`src/hdl/bankers_pkg.sv`:
```
// Shared constants and types for the request safety check unit.
// No dependencies; used by every module under hdl.
package bankers_pkg;

  localparam int MaxProcesses = 16;
  localparam int MaxResources = 16;
  localparam int PW = $clog2(MaxProcesses);
  localparam int RW = $clog2(MaxResources);
  localparam int CntW = 5;
  localparam int AmtW = 16;
  localparam int WorkW = 20;
  localparam logic [WorkW-1:0] WorkMax = {WorkW{1'b1}};

  localparam logic [1:0] OpLoadAlloc = 2'd0;
  localparam logic [1:0] OpLoadMax   = 2'd1;
  localparam logic [1:0] OpLoadAvail = 2'd2;
  localparam logic [1:0] OpRequest   = 2'd3;

  localparam logic [2:0] StGranted = 3'd0;
  localparam logic [2:0] StExceeds = 3'd1;
  localparam logic [2:0] StWait    = 3'd2;
  localparam logic [2:0] StUnsafe  = 3'd3;
  localparam logic [2:0] StBadProc = 3'd4;

  localparam logic CfgProcs = 1'b0;
  localparam logic CfgRes   = 1'b1;

  // control sent from the sequencer to every cell of the chain
  typedef struct packed {
    logic          init;     // load work from available
    logic          shift;    // rotate the chain by one place
    logic          acc;      // add the shifted-in allocation into work
    logic          grant;    // apply request to available
    logic          rollback; // undo request on available
    logic          clr_req;  // clear request buffer
  } cell_ctl_t;

endpackage

```
`src/hdl/bankers_cell.sv`:
```
// One resource cell of the chain: holds available, request and work for
// one column. Depends on bankers_pkg.
module bankers_cell (
  input  logic                            clk,
  input  logic                            rst_n,
  input  bankers_pkg::cell_ctl_t          ctl,
  input  logic                            active,
  input  logic                            avail_we,
  input  logic                            req_we,
  input  logic [bankers_pkg::AmtW-1:0]    wr_data,
  input  logic [bankers_pkg::AmtW-1:0]    alloc_in,
  // neighbour chain: values travel from cell i+1 to cell i
  input  logic [bankers_pkg::AmtW-1:0]    avail_nb,
  input  logic [bankers_pkg::AmtW-1:0]    req_nb,
  input  logic [bankers_pkg::WorkW-1:0]   work_nb,
  input  logic                            act_nb,
  output logic [bankers_pkg::AmtW-1:0]    avail_o,
  output logic [bankers_pkg::AmtW-1:0]    req_o,
  output logic [bankers_pkg::WorkW-1:0]   work_o,
  output logic                            act_o
);

  logic [bankers_pkg::AmtW-1:0]  avail_r, req_r;
  logic [bankers_pkg::WorkW-1:0] work_r;
  logic                          act_r;
  logic [bankers_pkg::WorkW:0]   sum;

  assign sum = {1'b0, work_r} + {{(bankers_pkg::WorkW-bankers_pkg::AmtW+1){1'b0}}, alloc_in};

  always_ff @(posedge clk) begin
    if (!rst_n) begin
      req_r  <= '0;
      work_r <= '0;
      act_r  <= 1'b0;
    end else if (ctl.shift) begin
      avail_r <= avail_nb;
      req_r   <= req_nb;
      work_r  <= work_nb;
      act_r   <= act_nb;
    end else begin
      if (avail_we) avail_r <= wr_data;
      if (ctl.grant && active) avail_r <= avail_r - req_r;
      if (ctl.rollback && active) avail_r <= avail_r + req_r;
      if (ctl.clr_req) req_r <= '0;
      else if (req_we) req_r <= wr_data;
      if (ctl.init) begin
        work_r <= active ? {{(bankers_pkg::WorkW-bankers_pkg::AmtW){1'b0}}, avail_r} : '0;
        act_r  <= active;
      end
    end
  end

  assign avail_o = avail_r;
  assign req_o   = req_r;
  // fold the allocation into work as the column leaves the head cell
  assign work_o  = (ctl.acc && act_r) ?
                   (sum[bankers_pkg::WorkW] ? bankers_pkg::WorkMax
                                            : sum[bankers_pkg::WorkW-1:0]) : work_r;
  assign act_o   = act_r;

endmodule

```
`config.mk`:
```
export PLATFORM = sky130hd
export DESIGN_NAME = bankers_cell
export DESIGN_NICKNAME = d
export VERILOG_FILES = /design/src/hdl/bankers_pkg.sv /design/src/hdl/bankers_cell.sv
export SDC_FILE = /design/constraint.sdc
export NUM_CORES = 1
export LEC_CHECK = 0
export BUFFER_PORTS_ARGS = -buffer_cell sky130_fd_sc_hd__buf_2
export CORE_MARGIN = 3
export CORE_UTILIZATION = 50
export CTS_BUF_LIST = sky130_fd_sc_hd__clkbuf_8
export DETAILED_ROUTE_END_ITERATION = 6
export PLACE_DENSITY = 0.8
export SLEW_MARGIN = 30
export SYNTH_ARGS = -nofsm -noshare
export SYNTH_HDL_FRONTEND = slang
export SYNTH_SLANG_ARGS = --single-unit
```
`constraint.sdc`:
```
create_clock -name clk -period 3.4 [get_ports clk]
set_input_delay 0.68 -clock clk [delete_from_list [all_inputs] [get_ports clk]]
set_output_delay 0.68 -clock clk [all_outputs]
set_load 0.01 [all_outputs]
```
## After elaboration in Yosys (flattened, before gate mapping)

Cells that the tools add are included.

- Bits in registers: 53
- Output and inout bits: 53
- Word-level logic and storage cells: 28

- Add/sub/neg operators: 3
- Multiplexer cells: 14
- Reduce and logical (&&, ||, !) cells: 7

Operators by type and width:

| operator | count |
|---|---|
| $mux 16 | 8 |
| $mux 20 | 4 |
| $add 20x16->21 | 1 |
| $add 16x16->16 | 1 |
| $sub 16x16->16 | 1 |
| $reduce_bool 4->1 | 1 |
| $logic_and 1x1->1 | 3 |
| $reduce_bool 3->1 | 1 |
| $mux 1 | 2 |
| $reduce_and 2->1 | 1 |
| $reduce_bool 2->1 | 1 |

## Logic depth before layout (Yosys ltp)

Gate-level depths: netlist (run 1).

- Depth after elaboration: 4
- Gate-level depth with buffers: 10
- Gate-level depth less buffers: 10

## Worst setup path before layout (run 1)

OpenSTA, ideal clock, no wires.

- Kind: input to output
- From: input alloc_in[0] (netlist bit)
- To: output work_o[10] (netlist bit)
- Arrival time: 2.778 ns
- Slack: -0.058 ns
- Stages: 10
- Path buffers: 1
- Path through: ha_1 fa_1 a21o_1 a21oi_2 nor3b_2 o221ai_2 a31oi_4 o31ai_4 buf_6 o22a_2

- Word-level cells in the longest chain between the ends: 3

Ends and longest elaborated chain:

| item | RTL line | source |
|---|---|---|
| from (decl) | bankers_cell.sv:11 | `input logic [bankers_pkg::AmtW-1:0] alloc_in,` |
| $add 20x16->21 | bankers_cell.sv:28 | `assign sum = {1'b0, work_r} + {{(bankers_pkg::WorkW-bankers_pkg::AmtW+1){1'b0}}, alloc_in};` |
| $mux 20 | bankers_cell.sv:57 | `(sum[bankers_pkg::WorkW] ? bankers_pkg::WorkMax` |
| $mux 20 | bankers_cell.sv:56 | `assign work_o = (ctl.acc && act_r) ?` |
| to (decl) | bankers_cell.sv:19 | `output logic [bankers_pkg::WorkW-1:0] work_o,` |

No other way between the ends.

## Final worst setup path (run 1)

- From: input alloc_in[0] (netlist bit)
- To: output work_o[11] (netlist bit)

Same word-level chain as after synthesis.

==> results by group, run 1 <==
Status
  • Status: finished with violations
  • Failing checks: negative setup slack

Pwr
  • NetSw: 0.000843 W
  • Int Pwr: 0.00132 W
  • Pwr per Cell Area: 326 nW/um^2
  • Sw Share: 39.0%
  • Clock power share: 18.5%
  • Seq pwr share: 35.4%
  • Leakage power: 3.08 nW
  • Comb pwr share: 46.1%
  • Maximum vdd ir drop: 0.205 mV

Worst setup path
  • Levels on crit path: 12
  • Crit path largest cell delay: 340 ps
  • CP top delay family: compound AO/OA/AOI/OAI gates
  • Worst path slowest cell: fa_2
  • Setup Crit Path Kind: in -> out
  • Buf/Inv on CP: 3
  • CP Launch Type: input port
  • Worst reg2reg endpoint: avail_o[8]
  • Worst-case reg-to-reg path depth: 9
  • Maximum fanout along the worst path: 7
  • Worst Setup End Kind: output port
  • Setup crit start: alloc_in[0]
  • CP arrival: 2830 ps
  • Setup slack, reg-to-reg: 410 ps
  • Most used cell, CP: buf_6
  • RR Startpoint: avail_o[1]
  • Crit-path cells: buf_6, ha_4, fa_2, a21o_1, a21oi_2, nor3b_2, o221ai_2, a31oi_4, o31ai_4, clkbuf_16, o22a_2, buf_6
  • Worst Path Required: 2720 ps

Clocking
  • Clk slew on worst S/H paths: 110 ps
  • TritonCTS Buffers: 5
  • Clock sink total: 53
  • H-tree Lvls: 2
  • Hold-fix buffers, CTS: 0
  • CTS tree: built
  • Clock buffer depth: 2
  • Root buffer cell: clkbuf_8
  • Clk Latency, worst-skew pair: 330 ps

Final layout
  • Finished Cell Area: 6640 sq um
  • Syn-to-layout area delta: 26.9%
  • Layout cells sized above 1: 29.9%
  • Antenna cells: 0
  • Commonest non-fill, non-tap cell in the layout: buf_2
  • Non-Filler Instances: 968
  • Fin nets: 979
  • Most frequent cells in the layout: 129 x buf_2, 64 x o21ai_0, 63 x nand2_1

GRT
  • Remaining global-route overflow: 0
  • First-pass GRT wire length: 27200 microns
  • Antenna violations before repair: 1
  • Largest net degree at the start of global routing: 43
  • Vias in the first global route: 5497
  • GRT Overall Usage: 29.0%

STA
  • Final worst setup slack: -107 ps
  • Worst-Margin Slew: 695 ps
  • Final-report setup violation count: 19
  • RSZ-0062 raised after global routing: true
  • Post-route setup TNS: -1700 ps
  • Fmax: 285 MHz
  • Final worst path period share: 103%
  • Final Hold Viols: 0
  • Setup Skew: 11.4 ps
  • Slew HR: 53.2%
  • Final Slew Violations: 0
  • Tmin final: 3510 ps

Flow run
  • MaxCap Viol Count: 0

Place
  • DP Worst Slack: -241 ps
  • I/O Buffers: 148
  • Placed Cells: 949
  • Placed wire-length estimate: 13000 microns
  • Area after DPL: 6220 sq um
  • Routability congestion estimate: 0.941

Yosys
  • Post-synthesis adder-cell area fraction: 12.2%
  • Netlist Area Pre-Place: 5230 sq um
  • Syn Inst Count: 673
  • Mux contribution to synthesized area: 1.63%
  • Sequential share of the synthesized area: 23.3%
  • Asr flop ratio synth: 0%
  • Xor and xnor area share after synthesis: 3.68%
  • Synth Area in Compound Gates: 32.6%
  • Largest family of logic cells by synthesized area: compound AO/OA/AOI/OAI gates
  • EDFF count, synth: 16
  • Post-Syn Area per Cell: 7.77 sq um
  • Ys flop type: dfxtp_1
  • Yosys reg bits: 53
  • Simple-gate share of the synthesized area: 20.7%
  • Synth warn: 0
  • Synth cell types: 80
  • Net Count, Synth: 818

Detailed routing
  • Vias: 5870
  • Wire per inst: 18.3 microns
  • Detailed Route Iter0 Violations: 443
  • ANT nets after route: 0
  • DR vias/cell: 6.06
  • Remaining DRCs: 0
  • Total wire length: 17700 microns
  • Drt first pass iters: 6

Floorplanning
  • Total core area: 9950 sq um
  • Ports: 149
  • Die Ht: 108 microns
  • Die footprint: 11700 sq um
  • Row count: 36
  • Die width: 108 microns
  • Initial core utilization: 52.6%

Worst hold path
  • Hold_sp: work_nb[6]
  • Hold path cells: 2
  • HP Class: in -> reg
  • Hold Path End: work_r[6]
## worst max-delay path by stage
stage	to	slack [ps]
3_5_place_dp	work_o[4]	-240
3_3_place_gp	work_o[4]	-160
5_1_grt	work_o[11]	-180
4_1_cts	work_o[4]	-180
6_report	work_o[11]	-110
2_1_floorplan	work_o[10]	20
## power groups by stage
stage / Clock (W) / Sequential (W) / Combinational [W]
2_1_floorplan: 0 / 0.000771 / 0.000605
3_3_place_gp: 0 / 0.000775 / 0.000883
3_5_place_dp: 0 / 0.000777 / 0.000901
4_1_cts: 0.000403 / 0.000763 / 0.000964
5_1_grt: 0.000424 / 0.000772 / 0.00109
6_report: 0.000399 / 0.000766 / 0.000997
## metal layers
metal	up-vias	GRT usage [%]	share of wire (%)
met5	-	0	0.062
met4	2	8.75	2.6
met3	43	3.94	6.9
met2	273	49.7	47
met1	2755	37.8	43
li1	2797	-	-
## flip-flops by register name (all words and copies together) (netlist names)
| name | count |
|---|---|
| req_o | 16 |
| avail_o | 16 |
| work_r | 20 |
| act_o | 1 |
## timing repair
action | CTS | global route
buffers inserted | 8 | 2
endpoints found under the setup margin | 20 | 20
hold endpoints to repair | 0 | 0
cloned | 1 | 0
resized for setup | 31 | 11
pin swaps | 22 | 11
## metrics by stage
step	total power [W]	hold WS [ps]	utilization, %
floorplan	0.00138	573	-
global placement	0.00166	561	62.5
detailed placement	0.00168	568	62.5
CTS	0.00213	571	66.1
global route	0.00229	563	66.7
finish	0.00216	572	66.7
## cells by family (layout without fill, tap and decap cells)
kind of cell / count (synthesis) / count (layout)
AOI/OAI and AO/OA: 244 / 244
and+or+nand+nor: 223 / 223
buffers and inverters: 74 / 236
DFF: 53 / 53
adders and majority gates: 49 / 49
xor gates and xnor gates: 22 / 22
muxes: 8 / 8
## Yosys cell counts (all sizes together) (9+ instances only)
cell    count  share of area [%]
o21ai      68                6.5
nand2      63                4.5
a21oi      54                5.3
ha         46                 11
nor2       44                3.3
nand3      41                3.9
dfxtp      37                 14
inv        35                2.5
clkbuf     29                2.1
nand2b     20                2.4
o211a      17                3.3
xnor2      17                2.8
edfxtp     16                9.2
o22a       16                3.1
nor3       14                1.3
a21o       13                1.9
nor2b      13                1.6
a211oi      9                1.4
a31oi       9                1.4
buf         9                1.1
## layout make-up
class	instances	area, sq um
multi-input cells	546	3790
clock inverters	3	23.8
flip-flops and latches	53	1220
inverters	35	131
fillers	851	3310
clock buffers	5	68.8
well taps	133	166
repair buffers	193	1230
No activity file was read; power rests on OpenSTA's default activity.
==> run 2: changes to the inputs <==
--- a/config.mk
+++ b/config.mk
@@ -5,7 +5,7 @@
 export SDC_FILE = /design/constraint.sdc
 export NUM_CORES = 1
 export LEC_CHECK = 0
-export BUFFER_PORTS_ARGS = -buffer_cell sky130_fd_sc_hd__buf_2
+export BUFFER_PORTS_ARGS = -buffer_cell sky130_fd_sc_hd__clkbuf_2
 export CORE_MARGIN = 3
 export CORE_UTILIZATION = 50
 export CTS_BUF_LIST = sky130_fd_sc_hd__clkbuf_8
==> results by group, run 2 (synthesis results as in run 1) <==
Status
  • Status: finished with violations
  • Failing checks: negative setup slack

Final layout
  • Commonest non-fill, non-tap cell in the layout: clkbuf_2
  • Layout cells sized above 1: 29.3%
  • Top reg by flops: work_r
  • Fin nets: 978
  • Finished Cell Area: 6550 sq um
  • Max reg flops: 20
  • Antenna cells: 0
  • Syn-to-layout area delta: 25.2%
  • Most frequent cells in the layout: 139 x clkbuf_2, 64 x o21ai_0, 63 x nand2_1

STA
  • Worst-Margin Slew: 716 ps
  • Tmin final: 3540 ps
  • Final Hold Viols: 0
  • Fmax: 283 MHz
  • Final worst setup slack: -138 ps
  • Slew HR: 51.8%
  • RSZ-0062 raised after global routing: true
  • Final-report setup violation count: 20
  • Hold slack final: 573 ps
  • Setup Skew: 5.15 ps
  • Final Slew Violations: 0
  • Final worst path period share: 104%

Worst hold path
  • Hold path cells: 3
  • HP Class: in -> reg

Clocking
  • H-tree Lvls: 2
  • CTS tree: built
  • Hold-fix buffers, CTS: 0
  • Clk slew on worst S/H paths: 100 ps
  • Clock sink total: 53
  • Root buffer cell: clkbuf_8
  • TritonCTS Buffers: 5
  • Clock buffer depth: 2
  • Clk Latency, worst-skew pair: 320 ps

Floorplanning
  • Die Ht: 108 microns
  • Total core area: 9950 sq um
  • Row count: 36
  • Ports: 149
  • Initial core utilization: 52.6%
  • Die footprint: 11700 sq um
  • Die width: 108 microns

GRT
  • Antenna violations before repair: 0
  • First-pass GRT wire length: 27500 microns
  • GRT Overall Usage: 29.3%
  • Remaining global-route overflow: 0
  • Vias in the first global route: 5603
  • Largest net degree at the start of global routing: 43

Worst setup path
  • Setup Crit Path Kind: in -> out
  • Worst-case reg-to-reg path depth: 8
  • CP arrival: 2860 ps
  • Maximum fanout along the worst path: 8
  • Setup crit start: alloc_in[0]
  • Worst setup path end: work_o[4]
  • RR Startpoint: avail_o[7]
  • Setup slack, reg-to-reg: 410 ps
  • CP Launch Type: input port
  • Worst Path Required: 2720 ps
  • Worst reg2reg endpoint: avail_o[15]
  • Worst Setup End Kind: output port

Detailed routing
  • ANT nets after route: 0
  • Detailed Route Iter0 Violations: 571
  • Vias: 5832
  • Wl on met1: 7360 microns
  • Total wire length: 17400 microns
  • Drt first pass iters: 5
  • Wire per inst: 18.0 microns
  • DR vias/cell: 6.03
  • Remaining DRCs: 0
  • WL met2: 8110 microns
  • Metal3 WL: 1460 microns
  • Max layer used: met4

Pwr
  • Leakage power: 3.06 nW
  • Pwr per Cell Area: 334 nW/um^2
  • Maximum vdd ir drop: 0.196 mV

Flow run
  • MaxCap Viol Count: 0

Place
  • I/O Buffers: 148
  • Placed wire-length estimate: 13000 microns
  • Routability congestion estimate: 0.894
  • Area after DPL: 6220 sq um
==> run 2: cell type report <==
| class | instances | area, sq um |
|---|---|---|
| fill | 859 | 3400 |
| clock inverter | 3 | 42.5 |
| multi-input combinational | 547 | 3810 |
| inverter | 35 | 131 |
| timing repair buffer | 191 | 1110 |
| tap | 133 | 166 |
| sequential | 53 | 1220 |
| clock buffer | 5 | 68.8 |
==> run 2: worst min-delay path by stage <==
stage / startpoint / slack (ps) / endpoint
after floorplan: work_r[10] / 570 / work_r[10]
after global placement: req_o[11] / 570 / req_o[11]
after detailed placement: req_o[6] / 570 / req_o[6]
after CTS: req_nb[9] / 560 / req_o[9]
after global routing: req_nb[9] / 570 / req_o[9]
final: req_nb[9] / 570 / req_o[9]
==> run 2: critical path, stage by stage <==
cell and delay [ps]:
buf_8 100, ha_4 150, fa_2 330, a21o_1 170
a21oi_2 130, nor3b_4 260, o221ai_4 150, a31oi_4 270
buf_6 150, o31ai_4 90, o22a_2 240, clkbuf_2 120
==> run 2: layer usage <==
metal	vias up	GRT usage [%]
met1	2701	38.3
met5	-	0
met4	0	9.11
met3	42	3.82
met2	291	50.0
li1	2798	-
==> run 2: timing repair <==
action,CTS,global route
buffers inserted,5,5
endpoints found under the setup margin,20,20
pin swaps,23,10
cloned,1,0
gates resized for setup,12,22
==> run 2: per-stage QoR <==
stage / setup slack (ps) / power [W] / TNS (ps) / utilization [%] / instances
after floorplan: 19.6 / 0.00138 / 0 / - / 673
after global placement: -138 / 0.00166 / -2450 / 62.5 / 949
after detailed placement: -221 / 0.00168 / -3910 / 62.5 / 949
after CTS: -152 / 0.00215 / -2600 / 64.8 / 963
after global routing: -228 / 0.00232 / -3790 / 65.8 / 967
final: -138 / 0.00219 / -1630 / 65.8 / 967
==> run 2: power breakdown <==
group	switching (W)	internal [W]	leakage, nW	total (W)
clock network	0.000232	0.000219	0.0595	0.000450
registers	0.0000608	0.000705	0.462	0.000766
logic	0.000532	0.000438	2.53	0.000969
total	0.000824	0.00136	3.06	0.00219
